[config.mk]
export PLATFORM = sky130hd
export DESIGN_NAME = cht_ctrl
export DESIGN_NICKNAME = d
export VERILOG_FILES = /design/src/sv/cht_pkg.sv /design/src/sv/cht_ctrl.sv
export SDC_FILE = /design/constraint.sdc
export NUM_CORES = 1
export LEC_CHECK = 0
export ABC_AREA = 0
export BUFFER_PORTS_ARGS = -buffer_cell sky130_fd_sc_hd__buf_2
export CAP_MARGIN = 20
export CORE_UTILIZATION = 50
export CTS_CLUSTER_DIAMETER = 150
export DETAILED_ROUTE_END_ITERATION = 8
export GPL_TIMING_DRIVEN = 0
export HOLD_SLACK_MARGIN = 0.03
export PLACE_DENSITY = 0.91
export SYNTH_ARGS = -nofsm -noshare
export SYNTH_HDL_FRONTEND = slang
export SYNTH_SLANG_ARGS = --single-unit
[constraint.sdc]
create_clock -name clk -period 5.9 [get_ports clk]
set_clock_uncertainty 0.2 [all_clocks]
set_input_delay 1.475 -clock clk [delete_from_list [all_inputs] [get_ports clk]]
set_output_delay 1.475 -clock clk [all_outputs]
set_load 0.05 [all_outputs]
[src/sv/cht_pkg.sv]
// Package for the chained hash table: request/result and control structs, codes, sizes.
// Used by every module of the block but cht_ram; depends on nothing.
package cht_pkg;

    localparam int BUCKETS_DEF = 64;
    localparam int NODES_DEF   = 256;
    localparam int KEY_W       = 31;
    localparam int POS_W       = 9;
    localparam int NB_W        = 7;

    localparam logic [1:0] REQ_INSERT = 2'd0;
    localparam logic [1:0] REQ_SEARCH = 2'd1;
    localparam logic [1:0] REQ_DELETE = 2'd2;

    localparam logic STATUS_DONE = 1'b0;
    localparam logic STATUS_FULL = 1'b1;

    typedef struct packed {
        logic [1:0]       req_type;
        logic [KEY_W-1:0] key;
    } req_t;

    typedef struct packed {
        logic [POS_W-1:0] position;
        logic             status;
    } rsp_t;

    // Controller to datapath.
    typedef struct packed {
        logic load;       // capture request, start modulo
        logic mod_step;   // one restoring-division step
        logic head_rd;    // read bucket head (walk start)
        logic clear;      // write null into the next bucket head after reset
        logic advance;    // prev <= cur, cur <= link, pos++
        logic do_insert;  // write new node, relink head, allocate
        logic do_unlink;  // relink around cur
        logic do_free;    // cur onto free list
        logic found;      // latch position as result
        logic fail;       // latch zero / full result
    } cmd_t;

    // Datapath to controller.
    typedef struct packed {
        logic mod_done;
        logic cur_nil;
        logic key_match;
        logic pos_over;
        logic can_alloc;
        logic clr_done;
        logic [1:0] req_type;
    } sts_t;

endpackage

[src/sv/cht_ctrl.sv]
// Controller state machine of the chained hash table: sequences modulo,
// chain walk, relinking and the result handshake. Depends on cht_pkg.
module cht_ctrl
    import cht_pkg::*;
(
    input  logic clk,
    input  logic rst_n,
    input  logic in_valid,
    output logic in_stall,
    output logic out_valid,
    input  logic out_stall,
    input  sts_t sts,
    output cmd_t cmd
);
    typedef enum logic [8:0] {
        S_CLEAR  = 9'b0_0000_0001,
        S_IDLE   = 9'b0_0000_0010,
        S_MOD    = 9'b0_0000_0100,
        S_DISP   = 9'b0_0000_1000,
        S_RDWAIT = 9'b0_0001_0000,
        S_CMP    = 9'b0_0010_0000,
        S_FREE   = 9'b0_0100_0000,
        S_INS    = 9'b0_1000_0000,
        S_OUT    = 9'b1_0000_0000
    } state_t;

    state_t state_reg, state_next;

    always_ff @(posedge clk or negedge rst_n)
    begin
        if (!rst_n)
        begin
            state_reg <= S_CLEAR;
        end
        else
        begin
            state_reg <= state_next;
        end
    end

    assign in_stall  = (state_reg != S_IDLE);
    assign out_valid = (state_reg == S_OUT);

    always_comb
    begin
        state_next = state_reg;
        cmd        = '0;
        case (state_reg)
            S_CLEAR:
            begin
                if (sts.clr_done)
                begin
                    state_next = S_IDLE;
                end
                else
                begin
                    cmd.clear = 1'b1;
                end
            end
            S_IDLE:
            begin
                if (in_valid)
                begin
                    cmd.load   = 1'b1;
                    state_next = S_MOD;
                end
            end
            S_MOD:
            begin
                if (sts.mod_done)
                begin
                    state_next = S_DISP;
                end
                else
                begin
                    cmd.mod_step = 1'b1;
                end
            end
            S_DISP:
            begin
                if (sts.req_type == REQ_INSERT)
                begin
                    if (sts.can_alloc)
                    begin
                        // Free-list link of the popped node is read first.
                        state_next = S_INS;
                    end
                    else
                    begin
                        cmd.fail   = 1'b1;
                        state_next = S_OUT;
                    end
                end
                else if (sts.req_type == REQ_SEARCH || sts.req_type == REQ_DELETE)
                begin
                    cmd.head_rd = 1'b1;
                    state_next  = S_RDWAIT;
                end
                else
                begin
                    cmd.fail   = 1'b1;
                    state_next = S_OUT;
                end
            end
            S_INS:
            begin
                cmd.do_insert = 1'b1;
                state_next    = S_OUT;
            end
            S_RDWAIT:
            begin
                if (sts.cur_nil || sts.pos_over)
                begin
                    cmd.fail   = 1'b1;
                    state_next = S_OUT;
                end
                else
                begin
                    state_next = S_CMP;
                end
            end
            S_CMP:
            begin
                if (sts.key_match)
                begin
                    cmd.found = 1'b1;
                    if (sts.req_type == REQ_DELETE)
                    begin
                        cmd.do_unlink = 1'b1;
                        state_next    = S_FREE;
                    end
                    else
                    begin
                        state_next = S_OUT;
                    end
                end
                else
                begin
                    cmd.advance = 1'b1;
                    state_next  = S_RDWAIT;
                end
            end
            S_FREE:
            begin
                cmd.do_free = 1'b1;
                state_next  = S_OUT;
            end
            S_OUT:
            begin
                if (!out_stall)
                begin
                    state_next = S_IDLE;
                end
            end
            default:
            begin
                state_next = S_IDLE;
            end
        endcase
    end
endmodule

==> flow_metrics.tcl <==
set metrics [dict create \
    worstPathMaxFanout 2 \
    path_class "in -> out" \
    synth_ff_type "dfrtp_1" \
    top_layer_used "met4" \
    crit_slowest_cell "buf_2" \
    root_buffer "clkbuf_4" \
    met2_length_um 675 \
    drive_gt1_share_pct 34.69 \
    grt_start_max_net_pins 10 \
    avgSynthCellArea_um2 9.146 \
    synthArstFlopShare_pct 100.0 \
    htree_levels 1 \
    rows 12 \
    grt_pass1_vias 547 \
    crit_chain "buf_2 > inv_1 > ha_1 > inv_1 > o21ai_0 > o32ai_2 > buf_2" \
    crit_path_max_incr_delay_ns 0.32 \
    finalCriticalPeriod_ns 4.157 \
    synth_top_family_by_area "simple AND/OR/NAND/NOR gates" \
    syn-num-nets 85 \
    grt_usage_pct 23.30 \
    whs_ns 0.3326 \
    min_path_type "reg -> reg" \
    dpl_cell_area_um2 782.0 \
    grt.overflow.total 0 \
    area_growth_pct 24.47 \
    clkTransAtPathRegs_ns 0.06 \
    outcome "completed" \
    irDropWorstVdd_uv 267.3 \
    yosys.area_share.simple_pct 39.31 \
    yosysWarnings 0 \
    fin_area_um2 808.3 \
    drtPass1Iterations 2 \
    gp_congestion 0.8332 \
    worstPathArrival_ns 2.48 \
    synthXorXnorAreaFrac_pct 2.697 \
    post_cts_buffers 0 \
    clk_latency_ns 0.26 \
    cp-start-kind "input port" \
    yosys.area.top_type "dfrtp_1" \
    postRouteWirelength_mm 1.380 \
    ys_types 34 \
    tightest_slew_ns 0.3748 \
    post_drt_wl_per_cell_um 12.32 \
    clockBufferDepth 2 \
    dr.first_iter.drc_count 12 \
    io_pins 24 \
    die_area_mm2 0.001447 \
    synthCells 71 \
    ctsHoldBuffers 0 \
    synth_mux_area_share_pct 0 \
    crit_path_end_kind "output pin" \
    vias 626 \
    synth_seq_cells 9 \
    coreArea_mm2 0.001156 \
    met3_length_um 34 \
    grt_pass1_wl_mm 2.290 \
    fp.dieW_um 38.04 \
    synth.cell_area_um2 649.4 \
    numPortBuffers 23 \
    synth_seq_area_share_pct 34.87 \
    largest_reg_flops 9 \
    synth_edf_count 0 \
    via_per_inst 5.589 \
    powerDensity_mw_per_mm2 358.4 \
    maxSlewHeadroom_pct 74.92 \
    ant_nets 0 \
    worstRegToRegCells 4 \
    start_util_pct 56.17 \
    diodes 0 \
    setup_viol 0 \
    cap_viol_max_count 0 \
    cts_resized 0 \
    cp.required_ns 4.22 \
    power.leakage_nw 0.4390 \
    worstHoldPathCells 2 \
    wl_met1_um 633 \
    cts_tree "built" \
    die_height_um 38.04 \
    synth_area_leaders "dfrtp_1, nor2_1, dfstp_2" \
    fin_nets 113 \
    clock-sinks 9 \
    hold_viol 0 \
    fin_crit_sh_pct 70.47 \
    cts-buffers-inserted 3 \
    yosysTopAreaCellShare_pct 30.83 \
    synth_compound_area_share_pct 15.22 \
    fin_tns_setup_ns 0 \
    hpwl_mm 1.125 \
    drc 0 \
    synthAdderAreaFrac_pct 3.854 \
    final_max_slew_viol_count 0 \
    antenna_found_initial 0 \
    rsz0062_at_grt "no" \
    clock.fmax_mhz 240.5 \
]
## routing by layer
metal / vias up / global-route usage [%]
met5: - / 0
met4: 0 / 16.07
met3: 5 / 3.488
met2: 12 / 35.59
met1: 287 / 29.96
li1: 322 / -
## area by class of cell
class,instances,area [um2]
fill,88,347.8
multi-input combinational,55,396.6
sequential,9,226.5
inverter,7,26.28
timing repair buffer,23,115.1
tap,14,17.52
clock buffer,4,26.28
## cell families (layout without fill, tap and decap cells)
family | after synthesis | count (layout)
buffers and inverters | 7 | 34
and+or+nand+nor | 40 | 40
adders and majority gates | 2 | 2
DFF | 9 | 9
AOI/OAI and AO/OA | 11 | 11
xor gates and xnor gates | 2 | 2
## final timing paths
kind / from / to / slack (ns)
setup / recovery: sts[0] / cmd[0] / 1.74
hold / removal: state_reg[0]$_DFFE_PN1P_ / state_reg[0]$_DFFE_PN1P_ / 0.33
setup reg to reg: state_reg[5]$_DFFE_PN0P_ / state_reg[8]$_DFFE_PN0P_ / 4.10
hold reg to reg: state_reg[0]$_DFFE_PN1P_ / state_reg[0]$_DFFE_PN1P_ / 0.33
max in group asynchronous: rst_n / state_reg[0]$_DFFE_PN1P_ / 4.40
min in group asynchronous: rst_n / state_reg[4]$_DFFE_PN0P_ / 0.85
## layout by cell type, fill, tap and decap left out, types with 2 or more instances in the layout
cell,netlist,layout
dfrtp_1,8,8
inv_1,7,7
ha_1,2,2
o21ai_0,2,2
nor4_1,3,3
buf_2,0,23
nand3b_1,2,2
nor2_1,12,12
nor3_1,5,5
nor3b_1,2,2
nand2_1,3,3
clkbuf_4,0,3
nand3_2,2,2
## Yosys cell counts, types with 2 or more instances
| cell type | n |
|---|---|
| dfrtp_1 | 8 |
| ha_1 | 2 |
| inv_1 | 7 |
| nand2_1 | 3 |
| nand3_2 | 2 |
| nand3b_1 | 2 |
| nor2_1 | 12 |
| nor3_1 | 5 |
| nor3b_1 | 2 |
| nor4_1 | 3 |
| o21ai_0 | 2 |
## worst max-delay path, delay by kind of cell
family                   cells  cell delay, ns
adder cells (fa/ha/maj)      1            0.28
buffers and inverters        4            0.52
AO/OA/AOI/OAI                2            0.21
## power by group
group	switching, mW	internal, mW
Clock	0.0222	0.0261
Sequential	0.0208	0.0712
Combinational	0.0959	0.0533
## stage by stage
stage	setup slack (ns)	total power, mW	std cells	util, %
6_report	1.743	0.2897	112	69.91
5_1_grt	1.671	0.3107	112	69.91
4_1_cts	1.742	0.2909	112	69.91
3_5_place_dp	1.745	0.2426	108	67.64
3_3_place_gp	1.770	0.2389	108	67.64
2_1_floorplan	1.251	0.2105	71	-
Power figures use the tool's default switching activity.
